`src/rtl/core/sfp_pkg.sv`:
```
`timescale 1ns / 1ps

package sfp_pkg;

    localparam int BYTE_W          = 8;
    localparam int LEN_W           = 6;
    localparam int IDX_W           = 6;
    localparam int ERR_W           = 16;
    localparam int CFG_IDX_W       = 1;
    localparam int DEF_MAX_PAYLOAD = 32;

    // beats ahead of the payload: sync, sync, id, device, length
    localparam int HDR_BEATS = 5;

    localparam logic [BYTE_W-1:0] FIRST_SYNC_RST  = 8'hAA;
    localparam logic [BYTE_W-1:0] SECOND_SYNC_RST = 8'h55;

    localparam logic [CFG_IDX_W-1:0] CFG_FIRST_SYNC  = 1'b0;
    localparam logic [CFG_IDX_W-1:0] CFG_SECOND_SYNC = 1'b1;

    // controller to datapath
    typedef struct packed {
        logic clr_sum;
        logic add_sum;
        logic ld_id;
        logic ld_dev;
        logic ld_len;
        logic wr_payload;
        logic err;
        logic emit_start;
        logic emitting;
    } sfp_cmd_t;

    // datapath to controller
    typedef struct packed {
        logic sync1_hit;
        logic sync2_hit;
        logic len_bad;
        logic len_zero;
        logic data_last;
        logic sum_ok;
        logic emit_last;
    } sfp_stat_t;

endpackage

```
`src/rtl/core/sfp_ctrl.sv`:
```
`timescale 1ns / 1ps

module sfp_ctrl
    import sfp_pkg::*;
(
    input  logic      clk,
    input  logic      rst_n,
    input  logic      in_valid,
    output logic      in_stall,
    input  sfp_stat_t stat,
    output sfp_cmd_t  cmd
);

    localparam logic [2:0] ST_HUNT  = 3'd0;
    localparam logic [2:0] ST_SYNC1 = 3'd1;
    localparam logic [2:0] ST_SYNC2 = 3'd2;
    localparam logic [2:0] ST_ID    = 3'd3;
    localparam logic [2:0] ST_DEV   = 3'd4;
    localparam logic [2:0] ST_DATA  = 3'd5;
    localparam logic [2:0] ST_CHECK = 3'd6;
    localparam logic [2:0] ST_EMIT  = 3'd7;

    logic [2:0] state_reg;
    logic [2:0] state_next;
    logic       in_fire;

    assign in_stall = (state_reg == ST_EMIT);
    assign in_fire  = in_valid && !in_stall;

    always_comb
    begin
        state_next = state_reg;
        cmd        = '0;
        unique case (state_reg)
            ST_HUNT:
            begin
                if (in_fire && stat.sync1_hit)
                begin
                    state_next = ST_SYNC1;
                end
            end
            ST_SYNC1:
            begin
                if (in_fire)
                begin
                    if (stat.sync2_hit)
                    begin
                        cmd.clr_sum = 1'b1;
                        state_next  = ST_SYNC2;
                    end
                    else
                    begin
                        cmd.err    = 1'b1;
                        state_next = ST_HUNT;
                    end
                end
            end
            ST_SYNC2:
            begin
                if (in_fire)
                begin
                    cmd.ld_id   = 1'b1;
                    cmd.add_sum = 1'b1;
                    state_next  = ST_ID;
                end
            end
            ST_ID:
            begin
                if (in_fire)
                begin
                    cmd.ld_dev  = 1'b1;
                    cmd.add_sum = 1'b1;
                    state_next  = ST_DEV;
                end
            end
            ST_DEV:
            begin
                if (in_fire)
                begin
                    cmd.add_sum = 1'b1;
                    if (stat.len_bad)
                    begin
                        cmd.err    = 1'b1;
                        state_next = ST_HUNT;
                    end
                    else
                    begin
                        cmd.ld_len = 1'b1;
                        state_next = stat.len_zero ? ST_CHECK : ST_DATA;
                    end
                end
            end
            ST_DATA:
            begin
                if (in_fire)
                begin
                    cmd.wr_payload = 1'b1;
                    cmd.add_sum    = 1'b1;
                    if (stat.data_last)
                    begin
                        state_next = ST_CHECK;
                    end
                end
            end
            ST_CHECK:
            begin
                if (in_fire)
                begin
                    if (stat.sum_ok)
                    begin
                        cmd.emit_start = 1'b1;
                        state_next     = ST_EMIT;
                    end
                    else
                    begin
                        cmd.err    = 1'b1;
                        state_next = ST_HUNT;
                    end
                end
            end
            ST_EMIT:
            begin
                cmd.emitting = 1'b1;
                if (stat.emit_last)
                begin
                    state_next = ST_HUNT;
                end
            end
        endcase
    end

    always_ff @(posedge clk or negedge rst_n)
    begin
        if (!rst_n)
        begin
            state_reg <= ST_HUNT;
        end
        else
        begin
            state_reg <= state_next;
        end
    end

endmodule

```
`src/rtl/core/sfp_dpath.sv`:
```
`timescale 1ns / 1ps

module sfp_dpath
    import sfp_pkg::*;
#(
    parameter int MAX_PAYLOAD = DEF_MAX_PAYLOAD
)
(
    input  logic                 clk,
    input  logic                 rst_n,
    input  logic                 cfg_write,
    input  logic [CFG_IDX_W-1:0] cfg_index,
    input  logic [BYTE_W-1:0]    cfg_data,
    input  logic [BYTE_W-1:0]    in_byte,
    input  sfp_cmd_t             cmd,
    output sfp_stat_t            stat,
    output logic                 out_valid,
    input  logic                 out_stall,
    output logic [BYTE_W-1:0]    frame_byte,
    output logic                 frame_last,
    output logic [ERR_W-1:0]     errors_seen
);

    localparam int AW = (MAX_PAYLOAD > 1) ? $clog2(MAX_PAYLOAD) : 1;

    logic [BYTE_W-1:0] first_sync_reg;
    logic [BYTE_W-1:0] second_sync_reg;
    logic [BYTE_W-1:0] sum_reg;
    logic [BYTE_W-1:0] sum_next;
    logic [BYTE_W-1:0] msg_id_reg;
    logic [BYTE_W-1:0] dev_id_reg;
    logic [LEN_W-1:0]  len_reg;
    logic [LEN_W-1:0]  count_reg;
    logic [ERR_W-1:0]  err_cnt_reg;

    logic [BYTE_W-1:0] payload_mem [MAX_PAYLOAD];
    logic [BYTE_W-1:0] mem_q_reg;
    logic [AW-1:0]     rd_addr;

    logic [IDX_W-1:0]  idx_reg;
    logic [IDX_W-1:0]  idx_next;
    logic [IDX_W-1:0]  last_idx;
    logic [IDX_W-1:0]  pay_idx;
    logic              ld_out;
    logic [BYTE_W-1:0] emit_byte;
    logic              emit_is_last;

    logic              out_valid_reg;
    logic [BYTE_W-1:0] out_byte_reg;
    logic              out_last_reg;
    logic [ERR_W-1:0]  out_err_reg;

    // status towards the controller
    assign stat.sync1_hit = (in_byte == first_sync_reg);
    assign stat.sync2_hit = (in_byte == second_sync_reg);
    assign stat.len_bad   = (in_byte > BYTE_W'(MAX_PAYLOAD));
    assign stat.len_zero  = (in_byte == '0);
    assign stat.data_last = (({1'b0, count_reg} + (LEN_W+1)'(1)) >= {1'b0, len_reg});
    assign stat.sum_ok    = (in_byte == sum_reg);
    assign stat.emit_last = ld_out && emit_is_last;

    always_comb
    begin
        sum_next = sum_reg;
        if (cmd.clr_sum)
        begin
            sum_next = '0;
        end
        else if (cmd.add_sum)
        begin
            sum_next = sum_reg + in_byte;
        end
    end

    // emission sequencer: read address runs one beat ahead of the output
    assign ld_out       = cmd.emitting && (!out_valid_reg || !out_stall);
    assign last_idx     = len_reg + IDX_W'(HDR_BEATS);
    assign emit_is_last = (idx_reg == last_idx);
    assign pay_idx      = idx_next - IDX_W'(HDR_BEATS);
    assign rd_addr      = pay_idx[AW-1:0];

    always_comb
    begin
        idx_next = idx_reg;
        if (cmd.emit_start)
        begin
            idx_next = '0;
        end
        else if (ld_out)
        begin
            idx_next = idx_reg + IDX_W'(1);
        end
    end

    always_comb
    begin
        priority if (emit_is_last)
        begin
            emit_byte = sum_reg;
        end
        else if (idx_reg == IDX_W'(0))
        begin
            emit_byte = first_sync_reg;
        end
        else if (idx_reg == IDX_W'(1))
        begin
            emit_byte = second_sync_reg;
        end
        else if (idx_reg == IDX_W'(2))
        begin
            emit_byte = msg_id_reg;
        end
        else if (idx_reg == IDX_W'(3))
        begin
            emit_byte = dev_id_reg;
        end
        else if (idx_reg == IDX_W'(4))
        begin
            emit_byte = BYTE_W'(len_reg);
        end
        else
        begin
            emit_byte = mem_q_reg;
        end
    end

    always_ff @(posedge clk or negedge rst_n)
    begin
        if (!rst_n)
        begin
            first_sync_reg  <= FIRST_SYNC_RST;
            second_sync_reg <= SECOND_SYNC_RST;
            sum_reg         <= '0;
            msg_id_reg      <= '0;
            dev_id_reg      <= '0;
            len_reg         <= '0;
            count_reg       <= '0;
            err_cnt_reg     <= '0;
            idx_reg         <= '0;
            out_valid_reg   <= 1'b0;
        end
        else
        begin
            if (cfg_write)
            begin
                if (cfg_index == CFG_FIRST_SYNC)
                begin
                    first_sync_reg <= cfg_data;
                end
                else
                begin
                    second_sync_reg <= cfg_data;
                end
            end
            sum_reg <= sum_next;
            if (cmd.ld_id)
            begin
                msg_id_reg <= in_byte;
            end
            if (cmd.ld_dev)
            begin
                dev_id_reg <= in_byte;
            end
            if (cmd.ld_len)
            begin
                len_reg   <= in_byte[LEN_W-1:0];
                count_reg <= '0;
            end
            else if (cmd.wr_payload)
            begin
                count_reg <= count_reg + LEN_W'(1);
            end
            if (cmd.err && (err_cnt_reg != '1))
            begin
                err_cnt_reg <= err_cnt_reg + ERR_W'(1);
            end
            idx_reg <= idx_next;
            if (ld_out)
            begin
                out_valid_reg <= 1'b1;
            end
            else if (!out_stall)
            begin
                out_valid_reg <= 1'b0;
            end
        end
    end

    // payload store and output beat, no reset
    always_ff @(posedge clk)
    begin
        if (cmd.wr_payload)
        begin
            payload_mem[count_reg[AW-1:0]] <= in_byte;
        end
        mem_q_reg <= payload_mem[rd_addr];
        if (ld_out)
        begin
            out_byte_reg <= emit_byte;
            out_last_reg <= emit_is_last;
            out_err_reg  <= err_cnt_reg;
        end
    end

    assign out_valid   = out_valid_reg;
    assign frame_byte  = out_byte_reg;
    assign frame_last  = out_last_reg;
    assign errors_seen = out_err_reg;

`ifndef ASSERT_OFF
    a_err_monotonic: assert property (@(posedge clk) disable iff (!rst_n)
        1'b1 |=> (err_cnt_reg >= $past(err_cnt_reg)))
        else $error("error count went down");

    a_err_quiet_emit: assert property (@(posedge clk) disable iff (!rst_n)
        cmd.emitting |=> $stable(err_cnt_reg))
        else $error("error count moved during frame emission");

    a_idx_bound: assert property (@(posedge clk) disable iff (!rst_n)
        cmd.emitting |-> (idx_reg <= last_idx))
        else $error("emission index past end of frame");

    a_len_bound: assert property (@(posedge clk) disable iff (!rst_n)
        cmd.emitting |-> (len_reg <= LEN_W'(MAX_PAYLOAD)))
        else $error("stored length above payload limit");
`endif

endmodule

```
`src/rtl/core/sync_frame_parser_with_checksum.sv`:
```
`timescale 1ns / 1ps

// Sync / length / checksum frame parser.
// Input channel (in_valid, in_stall, in_byte): one received byte per beat.
// The parser hunts for the first sync byte, expects the second right after,
// then takes message id, device id, length and that many payload bytes,
// keeping a modulo-256 sum over id, device, length and payload.
// Output channel (out_valid, out_stall, frame_byte, frame_last, errors_seen):
// once a beat matching the sum arrives, the whole frame (sync, sync, id,
// device, length, payload, checksum) goes out, one byte per beat, with
// frame_last set on the checksum byte. errors_seen carries the saturating
// count of bad second sync, oversize length and bad checksum events.
// Throughput: one byte per cycle while parsing. Once the checksum beat is taken,
// the frame beats pass through the output register; a frame of N payload bytes
// is 6 + N bytes and drains slower if out_stall is held. in_stall is high for
// the whole drain, set by the controller; the last beat may still
// wait in the output register while new bytes are already being taken.
// Reset: parser hunting, sum, counters and error count cleared, sync bytes
// 0xAA and 0x55, output empty. Sync bytes are written on the cfg port.
module sync_frame_parser_with_checksum
    import sfp_pkg::*;
#(
    parameter int MAX_PAYLOAD = DEF_MAX_PAYLOAD
)
(
    input  logic                 clk,
    input  logic                 rst_n,
    input  logic                 cfg_write,
    input  logic [CFG_IDX_W-1:0] cfg_index,
    input  logic [BYTE_W-1:0]    cfg_data,
    input  logic                 in_valid,
    output logic                 in_stall,
    input  logic [BYTE_W-1:0]    in_byte,
    output logic                 out_valid,
    input  logic                 out_stall,
    output logic [BYTE_W-1:0]    frame_byte,
    output logic                 frame_last,
    output logic [ERR_W-1:0]     errors_seen
);

    sfp_cmd_t  cmd;
    sfp_stat_t stat;

    // phase tracking and command issue
    sfp_ctrl u_ctrl (
        .clk      (clk),
        .rst_n    (rst_n),
        .in_valid (in_valid),
        .in_stall (in_stall),
        .stat     (stat),
        .cmd      (cmd)
    );

    // header fields, payload store, checksum, error count and output beat
    sfp_dpath #(
        .MAX_PAYLOAD (MAX_PAYLOAD)
    ) u_dpath (
        .clk         (clk),
        .rst_n       (rst_n),
        .cfg_write   (cfg_write),
        .cfg_index   (cfg_index),
        .cfg_data    (cfg_data),
        .in_byte     (in_byte),
        .cmd         (cmd),
        .stat        (stat),
        .out_valid   (out_valid),
        .out_stall   (out_stall),
        .frame_byte  (frame_byte),
        .frame_last  (frame_last),
        .errors_seen (errors_seen)
    );

endmodule
```
`config.mk`:
```
export PLATFORM = sky130hd
export DESIGN_NAME = sync_frame_parser_with_checksum
export DESIGN_NICKNAME = d
export VERILOG_FILES = /design/src/rtl/core/sfp_pkg.sv /design/src/rtl/core/sfp_ctrl.sv /design/src/rtl/core/sfp_dpath.sv /design/src/rtl/core/sync_frame_parser_with_checksum.sv
export SDC_FILE = /design/constraint.sdc
export NUM_CORES = 1
export LEC_CHECK = 0
export ABC_AREA = 1
export BUFFER_PORTS_ARGS = -buffer_cell sky130_fd_sc_hd__buf_4
export CAP_MARGIN = 20
export CORE_MARGIN = 2
export CORE_UTILIZATION = 40
export CTS_BUF_LIST = sky130_fd_sc_hd__clkbuf_8
export CTS_CLUSTER_SIZE = 20
export DETAILED_ROUTE_END_ITERATION = 10
export GPL_TIMING_DRIVEN = 0
export PLACE_DENSITY_LB_ADDON = 0.3
export SYNTH_ARGS = -nofsm -noshare
export SYNTH_HDL_FRONTEND = slang
export SYNTH_SLANG_ARGS = --single-unit
export TNS_END_PERCENT = 100
```
`constraint.sdc`:
```
create_clock -name clk -period 3.3 [get_ports clk]
set_input_delay 0.165 -clock clk [delete_from_list [all_inputs] [get_ports clk]]
set_output_delay 0.165 -clock clk [all_outputs]
set_load 0.01 [all_outputs]
```
## Word level (Yosys, flattened, before mapping)

Memory sizes are Yosys's and may differ from the RTL's. A register that Yosys moved wholly into a read port is not among the register bits.
Cells that the tools add are included.

| word-level totals | value |
|---|---|
| flip-flop bits (word level) | 103 |
| bits in latches | 0 |
| memory bits (writable) | 256 |
| ROM bits | 0 |
| output and inout bits | 27 |
| memories kept | 1 |

| operators by class | value |
|---|---|
| $add $sub $neg | 7 |
| multipliers | 0 |
| div/mod/pow operators | 0 |
| $lt $le $gt $ge | 2 |
| equal/unequal tests | 26 |
| shift-type cells | 0 |
| mux-type cells | 52 |
| bitwise operators | 1 |
| reductions and logical operators | 18 |

Memories:

| name | words | bits a word | rd ports | clocked after memory_dff | wr ports | RTL line | RTL |
|---|---|---|---|---|---|---|---|
| u_dpath.payload_mem | 32 | 8 | 1 | 1 | 1 | sfp_dpath.sv:36 | `logic [BYTE_W-1:0] payload_mem [MAX_PAYLOAD];` |

Operator list:

| operator | count |
|---|---|
| 8-bit two-way mux | 8 |
| 3-bit two-way mux | 11 |
| 8-bit == test | 3 |
| 6-bit two-way mux | 4 |
| 3-bit one-hot mux with 8 select lines | 1 |
| 1-bit two-way mux | 22 |
| 16-bit by 1-bit adder with 16-bit output, second input constant | 1 |
| 16-bit inequality test, second input constant | 1 |
| 2-bit by 1-bit inequality test with 1-bit output, second input constant | 8 |
| 6-bit by 1-bit adder with 6-bit output, second input constant | 2 |
| 3-bit == test, second input constant | 4 |
| 6-bit by 2-bit == test with 1-bit output, second input constant | 2 |
| 9-bit AND reduction | 1 |
| 8-bit adder | 1 |
| 8-bit by 6-bit greater-than comparator with 1-bit output, second input constant | 1 |
| 8-bit zero test | 1 |
| 2-bit two-way mux | 4 |
| 6-bit by 1-bit adder with 7-bit output, second input constant | 1 |
| 7-bit by 6-bit >= comparator with 1-bit output | 1 |
| 6-bit by 3-bit adder with 6-bit output, second input constant | 1 |
| 3-bit by 2-bit == test with 1-bit output, second input constant | 2 |
| 6-bit by 1-bit == test with 1-bit output, second input constant | 1 |
| 6-bit by 3-bit == test with 1-bit output, second input constant | 1 |
| 6-bit == test | 1 |
| other kinds (14) | 23 |

## Depth between registers and ports, before layout

Gate-level depths: netlist (run 1).

| logic depth | value |
|---|---|
| depth after elaboration | 7 |
| gate-level depth with buffers | 19 |

## Modules after synthesis

From an unflattened synthesis (run 1), not the netlist that was laid out.

| unflattened totals | value |
|---|---|
| cells, all modules | 1,869 |
| area total of the unflattened synthesis | 17,863.4 um2 |

Modules (own cells, without submodules):

| module | times used | cells an instance | area an instance (um2) |
|---|---|---|---|
| sfp_dpath | 1 | 1,801 | 17,416.7 |
| sfp_ctrl | 1 | 68 | 446.7 |

## Worst setup path before layout (run 1)

Ideal clock, no wire load.

| path | value |
|---|---|
| path type | reg2reg |
| start point | register u_dpath.sum_reg[2] |
| end point | register u_dpath.mem_q_reg[3] (read register of u_dpath.payload_mem) |
| setup time | 0.059 ns |
| data arrival time | 2.736 ns |
| path slack | 0.505 ns |
| stages on the path, launching flop included | 18 |
| clock period less this slack | 2.795 ns |
| path through | dfrtp_1 -> ha_1 -> nor2_1 -> nand2_1 -> nor2_1 -> nand4_4 -> nand2_2 -> buf_6 -> buf_2 -> ha_1 -> clkbuf_1 -> clkbuf_1 -> nand3_1 -> nand3_1 -> nand3_1 -> nand2_1 -> nand2_1 -> nand2_1 |

| between the ends | value |
|---|---|
| longest elaborated chain between the ends | 6 |

RTL lines:

| what | RTL line | RTL |
|---|---|---|
| start, declared | sfp_dpath.sv:28 | `logic [BYTE_W-1:0] sum_reg;` |
| start signal, assigned | sfp_dpath.sv:155 | `sum_reg <= sum_next;` |
| 8-bit == test | sfp_dpath.sv:59 | `assign stat.sum_ok = (in_byte == sum_reg);` |
| 1-bit two-way mux | sfp_ctrl.sv:109 | `if (stat.sum_ok)` |
| 2-bit two-way mux | sfp_ctrl.sv:107 | `if (in_fire)` |
| 1-bit two-way mux | sfp_ctrl.sv:34 | `unique case (state_reg)` |
| 6-bit two-way mux | sfp_dpath.sv:85 | `if (cmd.emit_start)` |
| 5-bit by 3-bit subtractor with 5-bit output | sfp_dpath.sv:79 | `assign pay_idx = idx_next - IDX_W'(HDR_BEATS);` |
| end, declared | sfp_dpath.sv:37 | `logic [BYTE_W-1:0] mem_q_reg;` |

Every way passes these cells.
A chain may end at the register's enable or synchronous reset.

## Final worst setup path (run 1)

| path | value |
|---|---|
| start point | register u_dpath.sum_reg[4] |
| end point | register u_dpath.mem_q_reg[1] (read register of u_dpath.payload_mem) |

Same word-level chain as after synthesis.

==> reports/qor.yml, run 1 <==
status: "finished, final reports clean"
startpoint_type: "register"
max_freq_mhz: 315.0
p_leak_nw: 8.759
multiInputGateArea_mm2: 0.005512
crit_fanout: 10
pwr-share-seq: 0.370
antenna_found_initial: 0
swShare: 0.3953
synth_cells: 1819
largest_reg_flops: 256
clk_path_buf_depth: 3
vias: 13250
maxCapViolations: 0
n_fill_cell: 4073
cts_tree: "done"
grt_pass1_wl_mm: 71.84
period_minus_slack_ps: 3175
cts_buffers: 59
overflow: 0
grt_pass1_vias: 12760
design_area_mm2: 0.02025
track_usage: 0.2008
setup_tns_ps: 0
power_switching_mw: 6.000
dpl.hpwl_mm: 30.14
synth_fp_nets: 1869
hp-class: "in -> reg"
ir_worst_vdd_uv: 359.9
clock-root-buffer: "clkbuf_8"
timing.final.max_slew_violations: 0
clk_latency_ps: 630
dp_slack_ps: -1182
seqCellArea_mm2: 0.01056
ios: 49
drt-total-wl_mm: 46.06
num_antenna_cells: 0
placed_cell_area_mm2: 0.01873
initial_utilization: 0.4077
syn_avg_cell_area_um2: 9.698
port_buffers: 48
dieArea_mm2: 0.04580
worstPathRequired_ps: 3810
synth.distinct_cells: 48
layout_common_cells: "349 x nand3_1, 339 x inv_1, 318 x nand2_1"
arrival_ps: 3680
ys_warn_count: 0
grt_setup_unrepaired: "no"
crit_path_end_kind: "register"
drc: 0
wl_per_cell_um: 17.78
final_nets: 2008
intPower_mw: 9.178
syn2layout_area_growth_pct: 14.77
setup_viol: 0
ys_ff_latch: 367
p_clk_frac: 0.239
tightest_slew_ps: 841.7
p_per_area_mw_per_mm2: 749.7
clkSlewWorstSetupHoldPaths_ps: 70
drive_gt1_frac: 0.1181
htreeDepth: 2
finalHoldViolCount: 0
routabilityCongestion: 0.8627
syn-cell-area_mm2: 0.01764
fin_skew_ps: 26.58
rows: 76
yosysSeqAreaShare: 0.5986
drtIter0Drc: 1193
relSlewSlack: 0.4368
p_comb_frac: 0.392
min_period_over_period: 0.9620
fin_ws_ps: 125.3
detail-route-antenna-nets: 0
grt_max_degree: 79
avgViaCountPerCell: 5.112
coreArea_mm2: 0.04327
worstSetupPathType: "reg -> reg"
die_h_um: 214.0
cts.sinks: 367
die_w_um: 214.0
drt_pass1_iterations: 6
final_common_cell: "nand3_1"
[area by class of cell]
type                       instances  area share
sequential                       367      0.5216
multi-input combinational       1049      0.2722
inverter                         324     0.06044
clock buffer                      66     0.04487
tap                              585     0.03615
timing repair buffer              78     0.03282
buffer                            79     0.02330
clock inverter                    43    0.008590
[per-stage QoR]
stage	utilization	hold slack (ps)	power [mW]	instances
floorplan	-	-130.6	9.429	1819
global placement	0.4330	390.8	11.24	2452
detailed placement	0.4330	402.0	11.32	2452
CTS	0.4648	27.73	15.07	2584
global route	0.4679	42.05	16.08	2591
finish	0.4679	53.23	15.18	2591
[per-layer routing]
layer	wire [µm]	track usage
met1	19830	0.2698
met2	22010	0.3318
met3	2891	0.03110
met4	1333	0.06970
met5	0	0
[synthesized netlist by cell type (all sizes together)]
cell | instances | area share
a211oi | 1 | 0.00043
a21oi | 25 | 0.0073
a22o | 1 | 0.00050
a22oi | 6 | 0.0026
a31oi | 1 | 0.00035
and2 | 1 | 0.00035
buf | 63 | 0.020
clkbuf | 17 | 0.0036
dfrtp | 70 | 0.099
dfstp | 8 | 0.012
dfxtp | 8 | 0.0091
edfxtp | 281 | 0.48
fa | 1 | 0.0011
ha | 27 | 0.019
inv | 324 | 0.069
mux2i | 4 | 0.0023
nand2 | 325 | 0.070
nand3 | 350 | 0.10
nand3b | 41 | 0.017
nand4 | 14 | 0.0058
nor2 | 85 | 0.020
nor3 | 6 | 0.0017
nor3b | 1 | 0.00043
nor4 | 4 | 0.0014
o211ai | 10 | 0.0043
o21ai | 79 | 0.022
o21bai | 1 | 0.00043
o22ai | 7 | 0.0025
o311ai | 2 | 0.00099
o31ai | 1 | 0.00043
or2 | 5 | 0.0018
xnor2 | 31 | 0.015
xor2 | 19 | 0.0099
[worst max-delay path, cell delays in order (launching register included)]
cell and delay, ps:
dfrtp_1 390, ha_1 340, nor2_1 100, nand2_1 90
nor2_4 140, nand4_4 180, buf_8 190, buf_4 180
nand2_1 110, ha_2 310, clkbuf_8 200, buf_4 190
nand3_1 90, nand3_1 110, nand3_1 150, nand2_1 130
nand2_1 90, nand2_1 60
[power groups by stage]
stage	Sequential (mW)	Clock [mW]	Combinational (mW)
floorplan	5.62	0	3.81
global placement	5.69	0	5.55
detailed placement	5.70	0	5.62
CTS	5.61	3.69	5.77
global route	5.66	3.88	6.54
finish	5.61	3.62	5.94
[logic make-up (layout without fill, tap and decap cells)]
logic type	Yosys count	after routing	synth area share
flip-flops	367	367	0.5986
AND/OR/NAND/NOR	832	833	0.2190
XOR/XNOR	50	50	0.02525
AO/OA/AOI/OAI	134	134	0.04213
adder cells (fa/ha/maj)	28	28	0.02028
buffers and inverters	404	590	0.09249
multiplexers	4	4	0.002270
[final timing paths]
kind / from / end / slack, ps / cells past startpoint
max in group asynchronous: rst_n / u_dpath.second_sync_reg[6]$_DFFE_PN1P_ / 2240 / 4
worst max-delay path: u_dpath.sum_reg[4]$_DFFE_PN0P_ / u_dpath.mem_q_reg[1]$_DFF_P_ / 130 / 17
min in group asynchronous: rst_n / u_dpath.err_cnt_reg[0]$_DFFE_PN0P_ / 450 / 3
worst min-delay path: in_byte[6] / u_dpath.payload_mem[4][6]$_DFFE_PP_ / 50 / 1
worst max register to register: u_dpath.sum_reg[4]$_DFFE_PN0P_ / u_dpath.mem_q_reg[1]$_DFF_P_ / 130 / 17
worst min register to register: u_dpath.msg_id_reg[5]$_DFFE_PN0P_ / u_dpath.msg_id_reg[5]$_DFFE_PN0P_ / 480 / 2
[what timing repair did]
item,CTS,global route
hold buffers,21,1
gates resized for setup,28,18
gates cloned,1,0
setup buffers,2,5
hold endpoints to repair,120,8
setup endpoints to repair,8,8
pin swaps,2,2
(Power assumes the default switching activity.)
==> inputs of run 2 (changes only) <==
--- a/config.mk
+++ b/config.mk
@@ -13,8 +13,8 @@
 export CTS_BUF_LIST = sky130_fd_sc_hd__clkbuf_8
 export CTS_CLUSTER_SIZE = 20
 export DETAILED_ROUTE_END_ITERATION = 10
-export GPL_TIMING_DRIVEN = 0
 export PLACE_DENSITY_LB_ADDON = 0.3
+export RECOVER_POWER = 25
 export SYNTH_ARGS = -nofsm -noshare
 export SYNTH_HDL_FRONTEND = slang
 export SYNTH_SLANG_ARGS = --single-unit
==> run 2 against run 1 <==
  * The run now ends with capacitance limit, slew limit left
  * Maximum frequency is 4.9% higher
  * Routed wire length shrank 4.6%
  * Die area unchanged
  * Via count is 3.3% lower
  * Utilization decreased by 0.46 points
  * Combinational power decreased by 11%
  * Largest cell class unchanged
  * Critical path type is now in -> reg
==> reports/qor.yml, run 2 (same netlist as run 1, synthesis figures left out) <==
status: "finished with violations"
violations: "capacitance limit, slew limit"
crit_fanout: 37
final_nets: 1958
maxCapViolations: 4
syn2layout_area_growth_pct: 13.64
wl_per_cell_um: 17.31
clk_path_buf_depth: 3
cts.sinks: 367
multiInputGateArea_mm2: 0.005456
htreeDepth: 2
startpoint_type: "input pin"
arrival_ps: 3560
setup_viol: 0
crit_path_end_kind: "register"
detail-route-antenna-nets: 0
rows: 76
worst_path_most_repeated_cell: "nand2_1"
p_comb_frac: 0.355
cts_buffers: 60
hp-start: "cfg_index"
antenna_found_initial: 0
pwr-share-seq: 0.383
grt_pass1_wl_mm: 69.74
busiest_layer: "met2"
power_switching_mw: 5.645
ir_worst_vdd_uv: 607.1
track_usage: 0.1919
drt_pass1_iterations: 6
reg2reg_from: "u_dpath.sum_reg[2]$_DFFE_PN0P_"
ctsHoldBuffers: 13
vias: 12810
crit_slowest_cell: "clkbuf_1"
clk_latency_ps: 640
clock-root-buffer: "clkbuf_8"
swShare: 0.3786
port_buffers: 48
drive_gt1_frac: 0.1064
final_common_cell: "nand3_1"
slowest_delay_ps: 1690
relSlewSlack: -0.5788
die_h_um: 214.0
utilization: 0.4633
p_clk_frac: 0.263
grt_setup_unrepaired: "no"
largest_reg_flops: 256
grt_pass1_vias: 12570
overflow: 0
cts_tree: "done"
startpoint: "in_byte[4]"
met1_usage: 0.2497
dpl.hpwl_mm: 27.88
period_minus_slack_ps: 3026
met2_usage: 0.3302
coreArea_mm2: 0.04327
initial_utilization: 0.4077
timing.final.max_slew_violations: 151
p_leak_nw: 8.662
placedCellCount: 2416
fin_ws_ps: 274.2
clkSlewWorstSetupHoldPaths_ps: 60
p_per_area_mw_per_mm2: 743.8
avgViaCountPerCell: 5.047
grt_max_degree: 129
setup_tns_ps: 0
intPower_mw: 9.266
ctsResizeCount: 0
min_period_over_period: 0.9169
crit_chain: "buf_4 -> clkbuf_1 -> xnor2_1 -> nand2_1 -> nor2_1 -> nand2_1 -> nor2_1 -> inv_1 -> a21oi_2 -> buf_4 -> nand2_1 -> inv_1 -> nand2_1 -> o21ai_0"
tightest_slew_ps: 2368
n_fill_cell: 4052
die_w_um: 214.0
drc: 0
layout_common_cells: "349 x nand3_1, 330 x inv_1, 319 x nand2_1"
drtIter0Drc: 1041
dieArea_mm2: 0.04580
cts_setup_buffers: 0
grt_use_met3: 0.02812
seqCellArea_mm2: 0.01056
dp_slack_ps: 368.2
max_freq_mhz: 330.5
finalHoldViolCount: 0
worstPathRequired_ps: 3830
fin_cells: 2539
num_antenna_cells: 0
fin_skew_ps: 24.84
hp-class: "in -> reg"
routabilityCongestion: 0.8536
ios: 49
drt-total-wl_mm: 43.94
worstSetupPathType: "in -> reg"
run 2: cell count changes in the layout (fill, tap and decap cells not counted), sizes merged:
cell         previous run  this run
clkinvlp                1         0
bufinv                  0         3
buf                   119        85
dlygate4sd3            22        14
nor2                   86        85
inv                   351       341
clkinv                 15        20
clkbuf                 82        76
run 2: worst max-delay path, delay by kind of cell:
| family | cells | cell delay (ps) |
|---|---|---|
| buffers and inverters | 5 | 2240 |
| and+or+nand+nor | 6 | 730 |
| xor gates and xnor gates | 1 | 210 |
| AOI/OAI and AO/OA | 2 | 180 |
run 2: worst paths after layout:
check	end	slack, ps	depth (start not counted)
max reg2reg	u_dpath.mem_q_reg[1]$_DFF_P_	370	16
max in group asynchronous	u_dpath.second_sync_reg[2]$_DFFE_PN1P_	2210	4
max	u_dpath.sum_reg[0]$_DFFE_PN0P_	270	14
min in group asynchronous	u_dpath.err_cnt_reg[5]$_DFFE_PN0P_	440	3
min reg2reg	u_dpath.dev_id_reg[3]$_DFFE_PN0P_	490	2
min	u_dpath.second_sync_reg[0]$_DFFE_PN1P_	110	4
run 2: stage by stage:
stage	area, µm²	power (mW)	hold WS, ps
2_1_floorplan	17640	9.429	-130.6
3_3_place_gp	18720	10.99	398.4
3_5_place_dp	18720	11.05	407.1
4_1_cts	20040	15.00	67.04
5_1_grt	20050	15.89	159.1
6_report	20050	14.91	111.0
run 2: cell type report:
class	count	area share
Sequential cell	367	0.5268
Multi-Input combinational cell	1048	0.2722
Inverter	324	0.06085
Clock buffer	68	0.04669
Timing Repair Buffer	107	0.04444
Tap cell	585	0.03651
Clock inverter	40	0.01255
run 2: metal layers:
metal	up-vias	wire length, µm
li1	6214	-
met1	6213	19160
met2	323	21780
met3	64	2000
met4	0	1002
met5	-	0
run 2: power by group through the flow:
stage | clock [mW] | sequential, mW | combinational [mW]
after floorplan | 0 | 5.62 | 3.81
after global placement | 0 | 5.79 | 5.21
after detailed placement | 0 | 5.79 | 5.26
after CTS | 4.01 | 5.70 | 5.29
after global routing | 4.19 | 5.75 | 5.95
final | 3.92 | 5.70 | 5.29
